===== config.mk =====
export PLATFORM = sky130hd
export DESIGN_NAME = bresenham_line_rasterizer
export DESIGN_NICKNAME = d
export VERILOG_FILES = /design/src/rtl/blr_pkg.sv /design/src/rtl/bresenham_line_rasterizer.sv /design/src/rtl/blr_front.sv /design/src/rtl/blr_queue.sv /design/src/rtl/blr_back.sv
export SDC_FILE = /design/constraint.sdc
export NUM_CORES = 1
export LEC_CHECK = 0
export BUFFER_PORTS_ARGS = -buffer_cell sky130_fd_sc_hd__buf_2
export CAP_MARGIN = 20
export CORE_UTILIZATION = 26
export CTS_CLUSTER_SIZE = 28
export DETAILED_ROUTE_END_ITERATION = 12
export PLACE_DENSITY = 0.43
export SYNTH_ARGS = -nofsm -noshare
export SYNTH_HDL_FRONTEND = slang
export SYNTH_SLANG_ARGS = --single-unit

===== constraint.sdc =====
create_clock -name clk -period 4.65 [get_ports clk]
set_input_delay 0.6975 -clock clk [delete_from_list [all_inputs] [get_ports clk]]
set_output_delay 0.6975 -clock clk [all_outputs]
set_load 0.1 [all_outputs]

===== src/rtl/blr_pkg.sv =====
// Shared types and constants of the Bresenham line rasterizer.
package blr_pkg;

  localparam int COORD_BITS  = 12;
  localparam int DELTA_BITS  = COORD_BITS + 1;
  localparam int ACC_BITS    = COORD_BITS + 1;
  localparam int HEIGHT_BITS = 16;
  localparam int COLOR_BITS  = 24;

  // At most this many pixels leave the block for one accepted item.
  localparam int BURST_MAX   = 64;
  localparam int BURST_BITS  = $clog2(BURST_MAX);

  localparam int QUEUE_DEPTH = 2;
  localparam int QPTR_BITS   = $clog2(QUEUE_DEPTH);
  localparam int QCNT_BITS   = $clog2(QUEUE_DEPTH + 1);

  // Configuration register indexes.
  localparam int CFG_IDX_BITS = 2;
  localparam logic [CFG_IDX_BITS-1:0] REG_RAISED_COLOR = CFG_IDX_BITS'(0);
  localparam logic [CFG_IDX_BITS-1:0] REG_FLAT_COLOR   = CFG_IDX_BITS'(1);

  localparam logic [COLOR_BITS-1:0] RAISED_COLOR_RST = 24'hFF0000;
  localparam logic [COLOR_BITS-1:0] FLAT_COLOR_RST   = 24'h00FF00;

  typedef struct packed {
    logic signed [COORD_BITS-1:0]  start_x;
    logic signed [COORD_BITS-1:0]  start_y;
    logic signed [HEIGHT_BITS-1:0] start_height;
    logic signed [COORD_BITS-1:0]  end_x;
    logic signed [COORD_BITS-1:0]  end_y;
    logic signed [HEIGHT_BITS-1:0] end_height;
  } in_item_t;

  typedef struct packed {
    logic signed [COORD_BITS-1:0] pixel_x;
    logic signed [COORD_BITS-1:0] pixel_y;
    logic [COLOR_BITS-1:0]        pixel_color;
    logic                         last_pixel;
  } out_item_t;

  // A classified line, as handed from the front end to the walker.
  typedef struct packed {
    logic [COORD_BITS-1:0] start_x;
    logic [COORD_BITS-1:0] start_y;
    logic [COORD_BITS-1:0] major_delta;
    logic [COORD_BITS-1:0] minor_delta;
    logic                  dir_x_neg;
    logic                  dir_y_neg;
    logic                  x_is_major;
    logic [COLOR_BITS-1:0] color;
  } line_desc_t;

endpackage


===== src/rtl/bresenham_line_rasterizer.sv =====
// Top level of the Bresenham line rasterizer: front end, line queue and walker.
// First pixel path: front-end register, line queue, walker run_r, walker output register.
// Throughput: one pixel per cycle while out_ready allows, from the walker's single
// accumulator step; an item occupies it for its load and then up to 64 pixels, and a line
// longer than 64 pixels needs one further item per additional 64 pixels.
// Reset (synchronous, rst_n low) empties all stages; colors return to red and green.
module bresenham_line_rasterizer import blr_pkg::*; (
  input  logic                    clk,
  input  logic                    rst_n,
  input  logic                    in_valid,
  output logic                    in_ready,
  input  in_item_t                in_item,
  output logic                    out_valid,
  input  logic                    out_ready,
  output out_item_t               out_item,
  input  logic                    cfg_valid,
  output logic                    cfg_ready,
  input  logic [CFG_IDX_BITS-1:0] cfg_index,
  input  logic [COLOR_BITS-1:0]   cfg_data
);

  logic       front_valid, front_ready;
  line_desc_t front_desc;
  logic       queue_valid, queue_ready;
  line_desc_t queue_desc;

  blr_front u_front (
    .clk        (clk),
    .rst_n      (rst_n),
    .in_valid   (in_valid),
    .in_ready   (in_ready),
    .in_item    (in_item),
    .cfg_valid  (cfg_valid),
    .cfg_ready  (cfg_ready),
    .cfg_index  (cfg_index),
    .cfg_data   (cfg_data),
    .desc_valid (front_valid),
    .desc_ready (front_ready),
    .desc       (front_desc)
  );

  blr_queue u_queue (
    .clk        (clk),
    .rst_n      (rst_n),
    .push_valid (front_valid),
    .push_ready (front_ready),
    .push_data  (front_desc),
    .pop_valid  (queue_valid),
    .pop_ready  (queue_ready),
    .pop_data   (queue_desc)
  );

  blr_back u_back (
    .clk        (clk),
    .rst_n      (rst_n),
    .desc_valid (queue_valid),
    .desc_ready (queue_ready),
    .desc       (queue_desc),
    .out_valid  (out_valid),
    .out_ready  (out_ready),
    .out_item   (out_item)
  );

endmodule


===== src/rtl/blr_front.sv =====
// Front end: takes line items, holds the color registers and classifies each line.
module blr_front import blr_pkg::*; (
  input  logic                    clk,
  input  logic                    rst_n,
  input  logic                    in_valid,
  output logic                    in_ready,
  input  in_item_t                in_item,
  input  logic                    cfg_valid,
  output logic                    cfg_ready,
  input  logic [CFG_IDX_BITS-1:0] cfg_index,
  input  logic [COLOR_BITS-1:0]   cfg_data,
  output logic                    desc_valid,
  input  logic                    desc_ready,
  output line_desc_t              desc
);

  logic [COLOR_BITS-1:0] raised_color_r;
  logic [COLOR_BITS-1:0] flat_color_r;

  logic                         valid_r;
  logic [COORD_BITS-1:0]        sx_r, sy_r;
  logic signed [DELTA_BITS-1:0] dx_r, dy_r;
  logic [COLOR_BITS-1:0]        color_r;

  logic                         in_fire;
  logic signed [DELTA_BITS-1:0] dx_nxt, dy_nxt;
  logic [DELTA_BITS-1:0]        adx_full, ady_full;
  logic [COORD_BITS-1:0]        adx, ady;
  logic                         x_major;

  assign cfg_ready = 1'b1;
  assign in_ready  = !valid_r || desc_ready;
  assign in_fire   = in_valid && in_ready;

  assign dx_nxt = {in_item.end_x[COORD_BITS-1], in_item.end_x}
                - {in_item.start_x[COORD_BITS-1], in_item.start_x};
  assign dy_nxt = {in_item.end_y[COORD_BITS-1], in_item.end_y}
                - {in_item.start_y[COORD_BITS-1], in_item.start_y};

  always_ff @(posedge clk) begin
    if (!rst_n) begin
      raised_color_r <= RAISED_COLOR_RST;
      flat_color_r   <= FLAT_COLOR_RST;
    end else if (cfg_valid) begin
      case (cfg_index)
        REG_RAISED_COLOR: raised_color_r <= cfg_data;
        REG_FLAT_COLOR:   flat_color_r   <= cfg_data;
        default: ;
      endcase
    end
  end

  always_ff @(posedge clk) begin
    if (!rst_n) begin
      valid_r <= 1'b0;
    end else if (in_ready) begin
      valid_r <= in_valid;
    end
  end

  always_ff @(posedge clk) begin
    if (in_fire) begin
      sx_r    <= in_item.start_x;
      sy_r    <= in_item.start_y;
      dx_r    <= dx_nxt;
      dy_r    <= dy_nxt;
      color_r <= (in_item.start_height != '0 || in_item.end_height != '0)
                 ? raised_color_r : flat_color_r;
    end
  end

  // The magnitude of a difference of two coordinates always fits in COORD_BITS.
  assign adx_full = dx_r[DELTA_BITS-1] ? DELTA_BITS'(~dx_r + 1'b1) : dx_r;
  assign ady_full = dy_r[DELTA_BITS-1] ? DELTA_BITS'(~dy_r + 1'b1) : dy_r;
  assign adx      = adx_full[COORD_BITS-1:0];
  assign ady      = ady_full[COORD_BITS-1:0];
  assign x_major  = adx > ady;

  always_comb begin
    desc.start_x     = sx_r;
    desc.start_y     = sy_r;
    desc.x_is_major  = x_major;
    desc.major_delta = x_major ? adx : ady;
    desc.minor_delta = x_major ? ady : adx;
    // A zero delta counts as the negative direction; that axis never moves.
    desc.dir_x_neg   = dx_r[DELTA_BITS-1] || (dx_r == '0);
    desc.dir_y_neg   = dy_r[DELTA_BITS-1] || (dy_r == '0);
    desc.color       = color_r;
  end

  assign desc_valid = valid_r;

endmodule


===== src/rtl/blr_queue.sv =====
// Short queue of classified lines between the front end and the walker.
module blr_queue import blr_pkg::*; (
  input  logic       clk,
  input  logic       rst_n,
  input  logic       push_valid,
  output logic       push_ready,
  input  line_desc_t push_data,
  output logic       pop_valid,
  input  logic       pop_ready,
  output line_desc_t pop_data
);

  line_desc_t             entry_r [QUEUE_DEPTH];
  logic [QPTR_BITS-1:0]   wr_ptr_r, rd_ptr_r;
  logic [QCNT_BITS-1:0]   count_r;
  logic                   push, pop;

  assign push_ready = count_r != QCNT_BITS'(QUEUE_DEPTH);
  assign pop_valid  = count_r != '0;
  assign push       = push_valid && push_ready;
  assign pop        = pop_valid && pop_ready;
  assign pop_data   = entry_r[rd_ptr_r];

  always_ff @(posedge clk) begin
    if (!rst_n) begin
      wr_ptr_r <= '0;
      rd_ptr_r <= '0;
      count_r  <= '0;
    end else begin
      if (push) begin
        wr_ptr_r <= (wr_ptr_r == QPTR_BITS'(QUEUE_DEPTH - 1)) ? '0 : wr_ptr_r + 1'b1;
      end
      if (pop) begin
        rd_ptr_r <= (rd_ptr_r == QPTR_BITS'(QUEUE_DEPTH - 1)) ? '0 : rd_ptr_r + 1'b1;
      end
      if (push && !pop) begin
        count_r <= count_r + 1'b1;
      end else if (pop && !push) begin
        count_r <= count_r - 1'b1;
      end
    end
  end

  always_ff @(posedge clk) begin
    if (push) begin
      entry_r[wr_ptr_r] <= push_data;
    end
  end

endmodule


===== src/rtl/blr_back.sv =====
// Walker: steps the Bresenham accumulator and emits one pixel per cycle while a burst runs and out_ready allows.
module blr_back import blr_pkg::*; (
  input  logic       clk,
  input  logic       rst_n,
  input  logic       desc_valid,
  output logic       desc_ready,
  input  line_desc_t desc,
  output logic       out_valid,
  input  logic       out_ready,
  output out_item_t  out_item
);

  logic                  busy_r;
  logic                  run_r;
  logic [BURST_BITS-1:0] burst_r;
  logic [COORD_BITS-1:0] cur_x_r, cur_y_r;
  logic [ACC_BITS-1:0]   err_r;
  logic [COORD_BITS-1:0] steps_r;
  logic [COORD_BITS-1:0] major_r, minor_r;
  logic                  dir_x_neg_r, dir_y_neg_r, x_major_r;
  logic [COLOR_BITS-1:0] color_r;
  logic                  out_valid_r;
  out_item_t             out_item_r;

  logic                  pop, step;
  logic [ACC_BITS-1:0]   acc_sum;
  logic [ACC_BITS:0]     acc_diff;
  logic                  minor_step;
  logic [ACC_BITS-1:0]   err_nxt;
  logic [COORD_BITS-1:0] x_moved, y_moved, cur_x_nxt, cur_y_nxt;
  logic [COORD_BITS-1:0] steps_nxt;
  logic                  line_done, burst_end;

  // An item taken while a line is still open only releases its next burst.
  assign desc_ready = !run_r;
  assign pop        = desc_valid && desc_ready;
  assign step       = run_r && (!out_valid_r || out_ready);

  always_comb begin
    acc_sum    = err_r + ACC_BITS'(minor_r);
    acc_diff   = {1'b0, acc_sum} - (ACC_BITS + 1)'(major_r);
    minor_step = !acc_diff[ACC_BITS];
    err_nxt    = minor_step ? acc_diff[ACC_BITS-1:0] : acc_sum;
    x_moved    = dir_x_neg_r ? cur_x_r - 1'b1 : cur_x_r + 1'b1;
    y_moved    = dir_y_neg_r ? cur_y_r - 1'b1 : cur_y_r + 1'b1;
    cur_x_nxt  = (x_major_r || minor_step) ? x_moved : cur_x_r;
    cur_y_nxt  = (!x_major_r || minor_step) ? y_moved : cur_y_r;
    steps_nxt  = steps_r + 1'b1;
    line_done  = steps_nxt == major_r;
    burst_end  = burst_r == BURST_BITS'(BURST_MAX - 1);
  end

  always_ff @(posedge clk) begin
    if (!rst_n) begin
      busy_r      <= 1'b0;
      run_r       <= 1'b0;
      burst_r     <= '0;
      out_valid_r <= 1'b0;
    end else begin
      if (pop) begin
        burst_r <= '0;
        if (busy_r) begin
          run_r <= 1'b1;
        end else begin
          busy_r <= desc.major_delta != '0;
          run_r  <= desc.major_delta != '0;
        end
      end else if (step) begin
        burst_r <= burst_r + 1'b1;
        if (line_done) begin
          busy_r <= 1'b0;
          run_r  <= 1'b0;
        end else if (burst_end) begin
          run_r <= 1'b0;
        end
      end
      if (step) begin
        out_valid_r <= 1'b1;
      end else if (out_ready) begin
        out_valid_r <= 1'b0;
      end
    end
  end

  always_ff @(posedge clk) begin
    if (pop && !busy_r) begin
      cur_x_r     <= desc.start_x;
      cur_y_r     <= desc.start_y;
      err_r       <= ACC_BITS'(desc.major_delta >> 1);
      steps_r     <= '0;
      major_r     <= desc.major_delta;
      minor_r     <= desc.minor_delta;
      dir_x_neg_r <= desc.dir_x_neg;
      dir_y_neg_r <= desc.dir_y_neg;
      x_major_r   <= desc.x_is_major;
      color_r     <= desc.color;
    end else if (step) begin
      cur_x_r <= cur_x_nxt;
      cur_y_r <= cur_y_nxt;
      err_r   <= err_nxt;
      steps_r <= steps_nxt;
    end
    if (step) begin
      out_item_r.pixel_x     <= cur_x_nxt;
      out_item_r.pixel_y     <= cur_y_nxt;
      out_item_r.pixel_color <= color_r;
      out_item_r.last_pixel  <= line_done;
    end
  end

  assign out_valid = out_valid_r;
  assign out_item  = out_item_r;

  a_run_within_line: assert property (@(posedge clk) disable iff (!rst_n)
    run_r |-> busy_r)
    else $error("walker emitting without an open line");

  a_steps_below_major: assert property (@(posedge clk) disable iff (!rst_n)
    busy_r |-> steps_r < major_r)
    else $error("step count ran past the major delta");

  a_err_below_major: assert property (@(posedge clk) disable iff (!rst_n)
    busy_r |-> err_r < ACC_BITS'(major_r))
    else $error("error accumulator not reduced below the major delta");

  a_burst_limit: assert property (@(posedge clk) disable iff (!rst_n)
    (step && burst_end) |=> !run_r)
    else $error("more pixels than one burst for a single item");

endmodule

# Word-level counts from Yosys, hierarchy flattened
# Memories as Yosys holds them, arrays and structs flattened. A register that Yosys moved wholly into a read port is not among the register bits.
# Cells that the tools add are included.
[op_classes] div=0 muxes=34 shifts=0 n_addsub=16 eq_ne=4 n_reduce_logical=40 n_lt_le_gt_ge=1 bitwise=3 mul=0
[ops] op="$mux 12" count=12
[ops] op="$add 12x1->12 const B" count=5
[ops] op="$reduce_bool 16->1" count=2
[ops] op="$logic_not 13->1" count=2
[ops] op="$sub 12x12->13" count=2
[ops] op="$mux 24" count=1
[ops] op="$not 12->12" count=2
[ops] op="$sub 12x1->12 const B" count=2
[ops] op="$mux 11" count=2
[ops] op="$mux 1" count=16
[ops] op="$sub 13x12->14" count=1
[ops] op="$add 13x12->13" count=1
[ops] op="$mux 13" count=1
[ops] op="$eq 12x12->1" count=1
[ops] op="$gt 12x12->1" count=1
[ops] op="$reduce_bool 12->1" count=1
[ops] op="$reduce_bool 2->1" count=6
[ops] op="$logic_not 1->1" count=8
[ops] op="$reduce_and 2->1" count=4
[ops] op="$logic_and 1x1->1" count=7
[ops] op="$logic_or 1x1->1" count=7
[ops] op="$add 6x1->6 const B" count=1
[ops] op="$eq 6x6->1 const B" count=1
[ops] op="$mux 2" count=2
[ops] op="9 further kinds" count=10
[word_totals] mem_count=1 mem_bits_ro=0 word_cells=129 latchBits=0 ff_bits=285 mem_bits_rw=150 output_inout_bits=52 input_bits=111
[mem_list] memory="u_queue.entry_r" words=2 width=75 rd=1 rd_ports_with_merged_regs=1 wr=1 line="blr_queue.sv:13" rtl="line_desc_t entry_r [QUEUE_DEPTH];"

# Longest topological paths before layout
# Gate-level depths: netlist of the first run.
[depth] depth_word=7 depth_mapped=18 depth_no_buf=17

# By module
# From an unflattened synthesis of the first run, not the netlist that was laid out.
[hier_totals] cells_unflattened=1591 area_unflattened_um2=20727.4
[modules_own_cells] module="blr_back" seq_area_each_um2=4514.3 cells_each=666 area_each_um2=8324.2 n_inst=1
[modules_own_cells] module="blr_front" seq_area_each_um2=3203.1 cells_each=668 area_each_um2=6737.7 n_inst=1
[modules_own_cells] module="blr_queue" seq_area_each_um2=4604.4 cells_each=257 area_each_um2=5665.4 n_inst=1

# Worst setup path after synthesis of the first run
# Ideal clock, no wire load.
[synth_path] kind="register to register" startpoint="register u_queue.count_r[0]" endpoint="memory u_queue.entry_r[0][0] (netlist name) (enable)" stages_incl_launch_ff=4 n_path_buf=0 setup_slack_ps=411 setup_ps=509 t_required_ps=4141 arrival_time_ps=3730 synth_period_minus_slack_ps=4239 cell_sequence="dfxtp_1 > nand2b_1 > nand2_1 > nor2_1"
[synth_via] elab_chain_cells=4
[synth_rtl] element="start: declaration" line="blr_queue.sv:15" rtl="logic [QCNT_BITS-1:0] count_r;"
[synth_rtl] element="start signal: assignment" line="blr_queue.sv:37" rtl="count_r <= count_r + 1'b1;"
[synth_rtl] element="start signal: assignment" line="blr_queue.sv:39" rtl="count_r <= count_r - 1'b1;"
[synth_rtl] element="$ne 2x2->1" line="blr_queue.sv:18" rtl="assign push_ready = count_r != QCNT_BITS'(QUEUE_DEPTH);"
[synth_rtl] element="$logic_and 1x1->1" line="blr_queue.sv:20" rtl="assign push = push_valid && push_ready;"
[synth_rtl] element="$mux 1" line="blr_queue.sv:45" rtl="if (push) begin"
[synth_rtl] element="$mux 1 (implied by the code)" line="blr_queue.sv:46" rtl="entry_r[wr_ptr_r] <= push_data;"
[synth_rtl] element="end: declaration" line="blr_queue.sv:13"
# Every way passes these cells.

# Worst setup path after layout of the first run
[layout_path] startpoint="register u_back.err_r[1]" endpoint="register u_back.cur_y_r[6], data pin"
[layout_via] elab_chain_cells=7
[layout_rtl] element="start: declaration" line="blr_back.sv:17" rtl="logic [ACC_BITS-1:0] err_r;"
[layout_rtl] element="start signal: assignment" line="blr_back.sv:89" rtl="err_r <= ACC_BITS'(desc.major_delta >> 1);"
[layout_rtl] element="start signal: assignment" line="blr_back.sv:100" rtl="err_r <= err_nxt;"
[layout_rtl] element="$add 13x12->13" line="blr_back.sv:40" rtl="acc_sum = err_r + ACC_BITS'(minor_r);"
[layout_rtl] element="$sub 13x12->14" line="blr_back.sv:41" rtl="acc_diff = {1'b0, acc_sum} - (ACC_BITS + 1)'(major_r);"
[layout_rtl] element="$logic_not 1->1" line="blr_back.sv:42" rtl="minor_step = !acc_diff[ACC_BITS];"
[layout_rtl] element="$logic_or 1x1->1" line="blr_back.sv:47" rtl="cur_y_nxt = (!x_major_r || minor_step) ? y_moved : cur_y_r;"
[layout_rtl] element="$mux 12" line="blr_back.sv:47"
[layout_rtl] element="named net u_back.cur_y_nxt[6]" line="blr_back.sv:30" rtl="logic [COORD_BITS-1:0] x_moved, y_moved, cur_x_nxt, cur_y_nxt;"
[layout_rtl] element="$mux 12" line="blr_back.sv:97" rtl="end else if (step) begin"
[layout_rtl] element="$mux 12" line="blr_back.sv:86" rtl="if (pop && !busy_r) begin"
[layout_rtl] element="end signal: assignment" line="blr_back.sv:88" rtl="cur_y_r <= desc.start_y;"
[layout_rtl] element="end signal: assignment" line="blr_back.sv:99" rtl="cur_y_r <= cur_y_nxt;"
[layout_rtl] element="end: declaration" line="blr_back.sv:16" rtl="logic [COORD_BITS-1:0] cur_x_r, cur_y_r;"
# The timed path passes the listed nets, and every way through them passes these cells. The select of a mux whose other input is x is not followed.
# A chain may end at the register's enable or synchronous reset.

==> impl_results.md, run 1 <==
* Outcome: completed
* Resize count post-CTS at 0
* Number of enable flip-flop cells after synthesis at 359
* Number of cells produced by synthesis at around 1.6k
* Cell count of the worst reg-to-reg path at 15
* Post-Syn Area at around 20000 µm²
* Via count at around 13k
* Slew @ Worst Pin at approximately 1.0 ns
* Final min period at about 4.2 ns
* Synthesized area per cell at ~13 µm²
* Leakage power of the design at 0.00896 µW
* GRT overflow at 0
* Final Instance Area at between 20000 and 25000 µm²
* Most frequent cell after synthesis: sky130_fd_sc_hd__edfxtp_1
* Total Routed Length at a little under 50 mm
* Share of the synthesized area in the top cell type at 0.534
* Yosys reg bits at 436
* Post-synthesis net count at 1787
* Worst hold path class: input pin to register
* Clock insertion delay at the later pin of the skew report at roughly 0.6 ns
* Period utilisation layout at 0.896
* Leading post-synthesis cells by instance count: 359 x sky130_fd_sc_hd__edfxtp_1, 178 x sky130_fd_sc_hd__nand2_1, 97 x sky130_fd_sc_hd__inv_1, 85 x sky130_fd_sc_hd__ha_1, 78 x sky130_fd_sc_hd__mux2_2
* Synth top area cells: sky130_fd_sc_hd__edfxtp_1 53%, sky130_fd_sc_hd__dfxtp_1 7.6%, sky130_fd_sc_hd__ha_1 5.3%
* TritonCTS clock tree: built
* Starting DRT DRC Count at 810
* Largest area contributor in the netlist: sky130_fd_sc_hd__edfxtp_1
* Crit end category: register
* Peak supply drop at about 0.33 mV
* PortBufs at 161
* Critical-path maximum fanout at 14
* Overall Global Routing Usage at 0.125
* Number of CTS-inserted buffers at between 40 and 50
* Core Box Area at between 70000 and 80000 µm²
* Proportion of power drawn by flip-flops and latches at 0.326
* Routed Antenna Nets at 0
* Number of max-cap violations at 0
* Worst Hold Margin at ~0.30 ns
* Synth async-reset ratio at 0
* Wire length of the first global-routing pass at approximately 75 mm
* Portion of the post-synthesis area used by sequential elements at 0.610
* Filler cells at 7628
* Final HPWL DP at ~34 mm
* Floorplan die area at about 80000 µm²
* First-pass detailed-route iteration total at 7
* Net switching component of the power at ~7500 µW
* Maximum frequency from static timing analysis at roughly 240 MHz
* Yosys cell types at 65
* Initial core utilization at 0.264
* Setup Skew at about 0.018 ns
* CP Launch Type: register
* Final RePlAce weighted congestion at between 0.8 and 0.9
* Buffers inserted by post-CTS timing repair at 0
* Via-per-instance ratio at 4.43
* Number of buffers inserted for hold repair after clock tree synthesis at 0
* Via count of the first global-routing pass at roughly 13k
* Tightest slew margin relative to the limit at 0.319
* Count of final setup violators at 0
* Routed wirelength normalized by instance count at 17.3 µm
* Final hold vios at 0
* Number of levels the H-tree was split into at 2
* Switching share of power at 0.399
* Data required time at the worst endpoint at around 5.0 ns
* Number of nets in the finished design at between 1.5k and 2k
* Share of cells above drive strength 1 at 0.202
* Area after DPL at about 22000 µm²
* RSZ-0062 raised after global routing: no
* I/O pin count at approximately 160
* Antenna Cells at 0
* Worst Path Class, Setup: register to register
* Top FF cell, synth: sky130_fd_sc_hd__edfxtp_1
* Fin. max-slew vios at 0
* Warnings from Yosys at 0
* Cell internal power dissipation at 11300 µW
* Pwr per Cell Area at 787 nW/µm²
* Largest buffer count on any clock path at 3
* Arrival @ worst endpoint at around 4.5 ns
* Clock Pin Slew Worst Setup and Hold Paths at around 0.060 ns
* Share of power burned in the clock network at 0.206
* Post-route setup TNS at 0 ns
* Initial antenna violation count at 5
* Count of standard-cell rows at 101
* Remaining design rule violation count at 0
* Maximum number of pins on one net before global-route repair at just under 60
* Area added between synthesis and finish at 18.5%
* CTS sink cnt at about 440
* Die Y at between 200 and 300 µm
* Share of total power in combinational logic at 0.467
* Die X at roughly 280 µm
* Hold Path Stages at 1
* Cell at the root of the clock tree: sky130_fd_sc_hd__clkbuf_16
-- per-stage QoR --
stage	setup WS (ns)	cells	total power, µW	utilization
2_1_floorplan	0.411	1585	13100	-
3_3_place_gp	0.495	2744	15000	0.291
4_1_cts	0.463	2833	19100	0.313
5_1_grt	0.145	2834	20100	0.313
3_5_place_dp	0.488	2744	15100	0.291
6_report	0.484	2834	18900	0.313
-- worst max-delay path: stages (launching register included) --
cell and delay [ns]:
sky130_fd_sc_hd__edfxtp_1 0.41, sky130_fd_sc_hd__ha_1 0.31, sky130_fd_sc_hd__a211oi_1 0.24, sky130_fd_sc_hd__nor2_1 0.12, sky130_fd_sc_hd__o41ai_1 0.45, sky130_fd_sc_hd__o21ai_1 0.22, sky130_fd_sc_hd__nor2_1 0.15, sky130_fd_sc_hd__xnor2_1 0.16
sky130_fd_sc_hd__ha_1 0.32, sky130_fd_sc_hd__a21o_1 0.20, sky130_fd_sc_hd__a21oi_1 0.13, sky130_fd_sc_hd__o21ai_0 0.15, sky130_fd_sc_hd__nand2_2 0.21, sky130_fd_sc_hd__nand3_4 0.27, sky130_fd_sc_hd__mux2_4 0.39, sky130_fd_sc_hd__o21a_1 0.18
-- cell usage in the layout, fill, tap and decap left out, drive strengths merged, types with 9 or more instances in the layout --
cell / count
a211oi: 9
a21o: 18
a21oi: 77
buf: 180
clkbuf: 74
clkinv: 11
dfxtp: 77
edfxtp: 359
ha: 85
inv: 99
mux2: 90
mux2i: 72
nand2: 179
nand3: 46
nand4: 17
nor2: 71
nor2b: 12
nor3: 22
nor4: 12
o21a: 26
o21ai: 47
o21bai: 9
o31ai: 14
xnor2: 62
xor2: 44
-- registers in the layout, indices dropped and copies added (netlist names), 13 cells and up, named ones only --
register	flops
u_front.dy_r	13
u_back.out_item	49
u_front.color_r	24
u_back.err_r	13
u_back.color_r	24
u_front.raised_color_r	24
u_queue.entry_r	150
u_front.dx_r	13
u_front.flat_color_r	24
-- cell families (layout without fill, tap and decap cells) --
| logic type | Yosys count | count (layout) | share of synthesized area |
|---|---|---|---|
| AND/OR/NAND/NOR | 404 | 404 | 0.0933 |
| other | 1 | 1 | 0.000186 |
| AO/OA/AOI/OAI | 237 | 237 | 0.0750 |
| buffers and inverters | 148 | 367 | 0.0290 |
| multiplexers | 162 | 162 | 0.0881 |
| adder cells (fa/ha/maj) | 91 | 91 | 0.0586 |
| flip-flops | 436 | 436 | 0.610 |
| XOR/XNOR | 106 | 106 | 0.0459 |
-- per-layer routing --
metal	global-route usage	wire (µm)
met5	0	0
met4	0.0388	1060
met3	0.0183	2030
met2	0.189	21300
met1	0.181	24600
-- power groups by stage --
stage          Sequential, µW  Combinational (µW)  Clock [µW]
6_report                 6150                8810        3890
5_1_grt                  6250                9670        4160
4_1_cts                  6170                8930        4010
3_5_place_dp             6240                8870           0
3_3_place_gp             6250                8790           0
2_1_floorplan            7370                5760           0
-- final cells by class --
class	count	area, µm²	share of cell area
clock buffer	74	1450	0.0607
clock inverter	15	175	0.00732
inverter	98	369	0.0154
multi-input combinational	1001	7330	0.306
sequential	436	12300	0.515
tap	1030	1290	0.0538
timing repair buffer	180	993	0.0415
-- final timing paths --
path	startpoint	to	slack, ns
worst max-delay path	u_back.err_r[1]	u_back.cur_y_r[6]	0.48
worst max register to register	u_back.err_r[1]	u_back.cur_y_r[6]	0.48
worst min-delay path	in_item[61]	u_front.sy_r[5]	0.30
worst min register to register	u_back.color_r[9]	u_back.out_item[10]	0.42
Note: power is estimated with default switching activity, not from simulation.
==> run 2: changes to the inputs <==
- clock period: 4.65 -> 5.35 ns (I/O delays scaled with it)
==> run 2 against run 1 <==
Against the previous run:
- fmax down 3.6%
- critical path depth unchanged
- global-route usage up 0.21 points
- cell count about the same
- via count down 0.52%
- clock-buffer cell count down 6
- sequential share of layout area about the same
- critical endpoint is now u_back.err_r[0]
==> impl_results.md, run 2 (synthesized netlist as in run 1, its figures left out) <==
* Floorplan die area at 78800 µm² (unchanged)
* Worst Hold Margin at 0.409 ns (+0.112 ns)
* Post-route setup TNS at 0 ns (unchanged)
* Via count of the first global-routing pass at 12.8k (+0.73%)
* Setup Skew at 0.0172 ns (-0.000616 ns)
* Initial core utilization at 0.264 (unchanged)
* Reg with most FFs: u_queue.entry_r
* Period utilisation layout at 0.808 (-0.0879)
* Core Box Area at 76500 µm² (unchanged)
* Resize count post-CTS at 0 (unchanged)
* Total Routed Length at 49.7 mm (+1.6%)
* Final hold vios at 0 (unchanged)
* CP Launch Type: register
* TritonCTS clock tree: built
* Routed Antenna Nets at 0 (unchanged)
* Leakage power of the design at 0.00898 µW (+0.23%)
* Clock insertion delay at the later pin of the skew report at 0.59 ns (about the same)
* Commonest non-fill, non-tap cell in the layout: sky130_fd_sc_hd__edfxtp_1
* Maximum frequency from static timing analysis at 231 MHz (-3.6%)
* Commonest non-fill, non-tap cells in the layout: 359 x sky130_fd_sc_hd__edfxtp_1, 177 x sky130_fd_sc_hd__nand2_1, 161 x sky130_fd_sc_hd__buf_2
* Final HPWL DP at 34.2 mm (+0.98%)
* CTS sink cnt at 436 (unchanged)
* Via-per-instance ratio at 4.41 (-0.59%)
* Min-delay src: in_item[75]
* GRT overflow at 0 (unchanged)
* Number of buffers inserted for hold repair after clock tree synthesis at 0 (unchanged)
* Remaining design rule violation count at 0 (unchanged)
* Arrival @ worst endpoint at 4.65 ns (+0.13 ns)
* Flip-flop count of the largest register after layout at 150 (unchanged)
* Overall Global Routing Usage at 0.127 (+0.00214)
* Count of standard-cell rows at 101 (unchanged)
* Die Y at 281 µm (unchanged)
* Maximum number of pins on one net before global-route repair at 68 (+17%)
* Number of CTS-inserted buffers at 50 (+4.2%)
* Number of levels the H-tree was split into at 2 (unchanged)
* Pwr per Cell Area at 690 nW/µm² (-12%)
* Finished Layout Cells at 2836 (+0.071%)
* Worst hold path class: input pin to register
* Starting DRT DRC Count at 802 (-0.99%)
* Worst Path Class, Setup: register to register
* PortBufs at 161 (unchanged)
* First-pass detailed-route iteration total at 6 (-1)
* Total chip power at 16500 µW (-12%)
* Die X at 281 µm (unchanged)
* Largest buffer count on any clock path at 3 (unchanged)
* Routed wirelength normalized by instance count at 17.5 µm (+1.5%)
* Clock Pin Slew Worst Setup and Hold Paths at 0.06 ns (about the same)
* Buffers inserted by post-CTS timing repair at 0 (unchanged)
* I/O pin count at 163 (unchanged)
* Cell at the root of the clock tree: sky130_fd_sc_hd__clkbuf_16
* Via count at 12.5k (-0.52%)
* R2r setup slk at 1.03 ns (+0.54 ns)
* Outcome: completed
* Fin. max-slew vios at 0 (unchanged)
* Peak supply drop at 0.289 mV (-12%)
* Critical-path maximum fanout at 12 (-2)
* Count of final setup violators at 0 (unchanged)
* Cell count of the worst reg-to-reg path at 15 (unchanged)
* Slew @ Worst Pin at 0.994 ns (-0.0148 ns)
* Share of cells above drive strength 1 at 0.203 (+0.000996)
* RSZ-0062 raised after global routing: no
* Reg2reg start: u_back.minor_r[1]
* Final min period at 4.32 ns (+0.157 ns)
* Number of max-cap violations at 0 (unchanged)
* Initial antenna violation count at 2 (-3)
* Tightest slew margin relative to the limit at 0.329 (+0.00997)
* Sink of the worst hold path: u_front.sx_r[7]
* Area added between synthesis and finish at 18.6% (about the same)
* Crit end category: register
* Final RePlAce weighted congestion at 0.818 (+1.8%)
* Worst flop-to-flop path endpoint: u_back.err_r[0]
* Wire length of the first global-routing pass at 76.3 mm (+1.7%)
* Number of nets in the finished design at 1965 (-0.10%)
* Placed Cells at 2741 (-0.11%)
* Hold Path Stages at 1 (unchanged)
* Data required time at the worst endpoint at 5.68 ns (+0.68 ns)
* Filler cells at 7642 (+0.18%)
## run 2: how the worst max path moves through the flow
stage | start | to | depth (start not counted)
after CTS | u_back.minor_r[1] | u_back.err_r[0] | 15
after floorplan | u_queue.count_r[0] | u_queue.entry_r[0][0] | 3
after global routing | u_back.minor_r[0] | u_back.err_r[0] | 15
after detailed placement | u_back.minor_r[1] | u_back.err_r[0] | 15
after global placement | u_back.minor_r[1] | u_back.err_r[0] | 15
final | u_back.minor_r[1] | u_back.err_r[0] | 15
## run 2: stage by stage
step | utilization | worst slack (ns) | instance area (µm²)
3_3_place_gp | 0.291 | 1.02 | 22200
5_1_grt | 0.313 | 0.726 | 24000
6_report | 0.313 | 1.03 | 24000
4_1_cts | 0.313 | 0.965 | 24000
3_5_place_dp | 0.291 | 0.969 | 22300
2_1_floorplan | - | 1.11 | 20200
## run 2: layout make-up
type / instances / area (µm²) / area share
Antenna cell: 1 / 2.50 / 0.000104
Clock buffer: 68 / 1380 / 0.0576
Clock inverter: 26 / 319 / 0.0133
Inverter: 98 / 369 / 0.0154
Multi-Input combinational cell: 1001 / 7330 / 0.306
Sequential cell: 436 / 12300 / 0.514
Tap cell: 1030 / 1290 / 0.0538
Timing Repair Buffer: 176 / 938 / 0.0392
## run 2: power breakdown
part           switching, µW  internal, µW
Clock                   1390          2150
Sequential               413          4990
Combinational           4760          2830
Total                   6560          9970
## run 2: critical path, stage by stage (launching register included)
cell                       delay (ns)
sky130_fd_sc_hd__edfxtp_1        0.40
sky130_fd_sc_hd__ha_1            0.32
sky130_fd_sc_hd__a211oi_1        0.24
sky130_fd_sc_hd__nor2_1          0.11
sky130_fd_sc_hd__o41ai_1         0.46
sky130_fd_sc_hd__o21ai_1         0.20
sky130_fd_sc_hd__nor2_1          0.15
sky130_fd_sc_hd__xnor2_1         0.16
sky130_fd_sc_hd__ha_1            0.32
sky130_fd_sc_hd__a21o_1          0.20
sky130_fd_sc_hd__a21oi_1         0.14
sky130_fd_sc_hd__o21ai_0         0.14
sky130_fd_sc_hd__nand2_2         0.20
sky130_fd_sc_hd__nand2_1         0.48
sky130_fd_sc_hd__mux2i_1         0.24
sky130_fd_sc_hd__mux2_2          0.28
## run 2: per-layer routing
| metal | share of wire | wire [µm] | track usage | up-vias |
|---|---|---|---|---|
| met5 | 0 | 0 | 0 | - |
| met4 | 0.022 | 1080 | 0.0383 | 0 |
| met3 | 0.042 | 2100 | 0.0190 | 58 |
| met2 | 0.44 | 22100 | 0.196 | 238 |
| met1 | 0.49 | 24400 | 0.181 | 6058 |
| li1 | - | - | - | 6143 |
==> run 3: changes to the inputs <==
- ABC_AREA: not set -> 1
- PLACE_DENSITY: 0.43 -> 0.44
- clock period: 5.35 -> 3.7 ns (I/O delays scaled with it)
==> run 3 against run 2 <==
Against the previous run:
- hold slack lost 0.27 ns
- clock-buffer cell count is 7 lower
- cell count increased by 16%
- worst setup slack got worse by 0.84 ns
- fmax grew 23%
- synthesized area rose by 1.5%
- wire length rose by 8.7%
- non-clock buffer count grew 30
- critical endpoint is now u_back.err_r[10]
==> impl_results.md, run 3 <==
* Die Y at 283 µm (+0.73%)
* Maximum frequency from static timing analysis at 285 MHz (+23%)
* Synth top area cells: sky130_fd_sc_hd__edfxtp_1 53%, sky130_fd_sc_hd__nand2_1 11%, sky130_fd_sc_hd__dfxtp_1 7.5%
* Number of nets in the finished design at 2427 (+24%)
* Number of CTS-inserted buffers at 50 (unchanged)
* Top FF cell, synth: sky130_fd_sc_hd__edfxtp_1
* Portion of the post-synthesis area used by sequential elements at 0.601 (-0.00886)
* Number of max-cap violations at 0 (unchanged)
* CP Launch Type: register
* Most frequent cell after synthesis: sky130_fd_sc_hd__nand2_1
* GRT overflow at 0 (unchanged)
* Final HPWL DP at 37.8 mm (+11%)
* Antenna Cells at 0 (-1)
* Launching instance or port of the critical path: u_back.minor_r[0]
* Wire length of the first global-routing pass at 82.1 mm (+7.6%)
* Largest buffer count on any clock path at 3 (unchanged)
* Data required time at the worst endpoint at 4.06 ns (-1.62 ns)
* Starting DRT DRC Count at 970 (+21%)
* Commonest non-fill, non-tap cells in the layout: 575 x sky130_fd_sc_hd__nand2_1, 359 x sky130_fd_sc_hd__edfxtp_1, 185 x sky130_fd_sc_hd__inv_1
* Worst Path Class, Setup: register to register
* Commonest non-fill, non-tap cell in the layout: sky130_fd_sc_hd__nand2_1
* Share of the synthesized area in the top cell type at 0.526 (-0.00775)
* Clock Pin Slew Worst Setup and Hold Paths at 0.06 ns (about the same)
* Initial core utilization at 0.264 (-0.000478)
* Cell at the root of the clock tree: sky130_fd_sc_hd__clkbuf_16
* Warnings from Yosys at 0 (unchanged)
* Overall Global Routing Usage at 0.135 (+0.00794)
* Area added between synthesis and finish at 19.9%
* Synth async-reset ratio at 0 (unchanged)
* Number of levels the H-tree was split into at 2 (unchanged)
* Via count at 14.4k (+15%)
* Total Routed Length at 54.0 mm (+8.7%)
* Fin. max-slew vios at 0 (unchanged)
* Number of cells produced by synthesis at 2021 (+28%)
* Core Box Area at 77700 µm² (+1.7%)
* Final RePlAce weighted congestion at 0.827 (+1.1%)
* Tightest slew margin relative to the limit at 0.364 (+0.0353)
* Share of the core filled with cells at 0.316 (+0.00299)
* Post-Syn Area at 20500 µm² (+1.5%)
* Slew @ Worst Pin at 0.954 ns (-0.0400 ns)
* Maximum number of pins on one net before global-route repair at 77 (+13%)
* Largest area contributor in the netlist: sky130_fd_sc_hd__edfxtp_1
* Post-synthesis net count at 2223 (+24%)
* Outcome: completed
* First-pass detailed-route iteration total at 5 (-1)
* Routed Antenna Nets at 0 (unchanged)
* Clock insertion delay at the later pin of the skew report at 0.62 ns (+0.03 ns)
* Arrival @ worst endpoint at 3.88 ns (-0.77 ns)
* Via-per-instance ratio at 4.35 (-1.2%)
* Initial antenna violation count at 0 (-2)
* PortBufs at 161 (unchanged)
* Post-route setup TNS at 0 ns (unchanged)
* Leading post-synthesis cells by instance count: 578 x sky130_fd_sc_hd__nand2_1, 359 x sky130_fd_sc_hd__edfxtp_1, 189 x sky130_fd_sc_hd__inv_1, 131 x sky130_fd_sc_hd__nor2_1, 111 x sky130_fd_sc_hd__nand3_1
* Slowest stage delay, CP at 0.35 ns (-0.13 ns)
* Final min period at 3.51 ns (-0.810 ns)
* Critical-path maximum fanout at 8 (-4)
* I/O pin count at 163 (unchanged)
* Count of final setup violators at 0 (unchanged)
* Crit-path cells: ha_2, inv_1, fa_2, inv_1, nand3_1, nand2_2, a31oi_2, o21bai_1, xor2_1, inv_1, ha_4, nand2_1, nor2_2, nand4_1, nand3_2, nand2_2, inv_4, nor2_8, buf_4, or2_2, nand3_1, nand2_1
* Min-delay src: in_item[66]
* Synthesized area per cell at 10.1 µm² (-20%)
* TritonCTS clock tree: built
* Reg2reg start: u_back.minor_r[0]
* Floorplan die area at 80000 µm² (+1.5%)
* Post-place setup slack at -0.0423 ns (-1.01 ns)
* Worst Hold Margin at 0.136 ns (-0.274 ns)
* Crit path max-delay cell type: sky130_fd_sc_hd__edfxtp_1
* Setup Skew at 0.0678 ns (+0.0506 ns)
* Final hold vios at 0 (unchanged)
* Remaining design rule violation count at 0 (unchanged)
* Routed wirelength normalized by instance count at 16.4 µm (-6.7%)
* Yosys cell types at 42 (-35%)
* Worst hold path class: input pin to register
* Crit end category: register
* Reg with most FFs: u_queue.entry_r
* R2r setup slk at 0.19 ns (-0.84 ns)
* Count of standard-cell rows at 102 (+0.99%)
* Share of cells above drive strength 1 at 0.150 (-0.0525)
* Number of enable flip-flop cells after synthesis at 359 (unchanged)
* Via count of the first global-routing pass at 14.0k (+9.9%)
* Number of buffers inserted for hold repair after clock tree synthesis at 0 (unchanged)
* Die X at 283 µm (+0.73%)
* Flip-flop count of the largest register after layout at 150 (unchanged)
* CTS sink cnt at 436 (unchanged)
* Period utilisation layout at 0.950 (+0.141)
* Most frequent cell on the critical path: sky130_fd_sc_hd__inv_1
* Yosys reg bits at 436 (unchanged)
* Final worst setup slack at 0.187 ns (-0.840 ns)
-- run 3: cell count changes in the layout (fill, tap and decap cells not counted), sizes merged, moves of 15 or more --
cell,previous run,this run
inv,99,193
buf,176,206
nand2,179,580
mux2,90,24
nor2,71,134
o21a,26,1
nand3b,5,20
and2,5,25
xnor2,62,27
o21ai,47,116
mux2i,72,1
nand3,46,111
-- run 3: metrics by stage --
| step | instances | instance area [µm²] |
|---|---|---|
| after global routing | 3303 | 24600 |
| after detailed placement | 3209 | 22800 |
| final | 3303 | 24600 |
| after floorplan | 2021 | 20500 |
| after CTS | 3299 | 24500 |
| after global placement | 3209 | 22800 |
-- run 3: worst max-delay path, delay by kind of cell, from the launching register on --
family | cells | cell delay (ns)
AND/OR/NAND/NOR | 11 | 1.14
buffers and inverters | 5 | 0.47
XOR/XNOR | 1 | 0.21
flip-flops | 1 | 0.35
AO/OA/AOI/OAI | 2 | 0.27
adder cells (fa/ha/maj) | 3 | 0.81
-- run 3: path summary, 6_finish.rpt --
| path | endpoint | cells past startpoint |
|---|---|---|
| setup / recovery | u_back.err_r[10] | 22 |
| hold / removal | u_front.sy_r[10] | 1 |
| setup reg to reg | u_back.err_r[10] | 22 |
| hold reg to reg | u_back.out_item[12] | 0 |
-- run 3: cells by family after synthesis --
group / Yosys count / synth area share
AND/OR/NAND/NOR: 919 / 0.189
flip-flops: 436 / 0.601
buffers and inverters: 246 / 0.0463
AO/OA/AOI/OAI: 222 / 0.0580
adder cells (fa/ha/maj): 91 / 0.0577
XOR/XNOR: 81 / 0.0346
multiplexers: 25 / 0.0137
other: 1 / 0.000183
-- run 3: layer usage --
metal,share of wire,global-route usage,routed length [µm]
met5,0,0,0
met4,0.021,0.0347,1110
met3,0.039,0.0194,2080
met2,0.44,0.207,23700
met1,0.50,0.196,27100
-- run 3: final cells by class --
type	count	area, µm²
clock buffers	61	1290
clock inverters	29	327
fillers	7945	53100
inverters	191	719
multi-input cells	1340	7360
flip-flops and latches	436	12300
well taps	1040	1300
repair buffers	206	1260
-- run 3: what timing repair did --
action / CTS / global route
buffers inserted: 0 / 3
pin swaps: 0 / 13
setup endpoints to repair: 7 / 107
gates resized for setup: 2 / 23
cloned: 0 / 1
Power of run 3 is not shown: default switching activity piles up to over one toggle a cycle in this logic, so the estimate is an artifact.
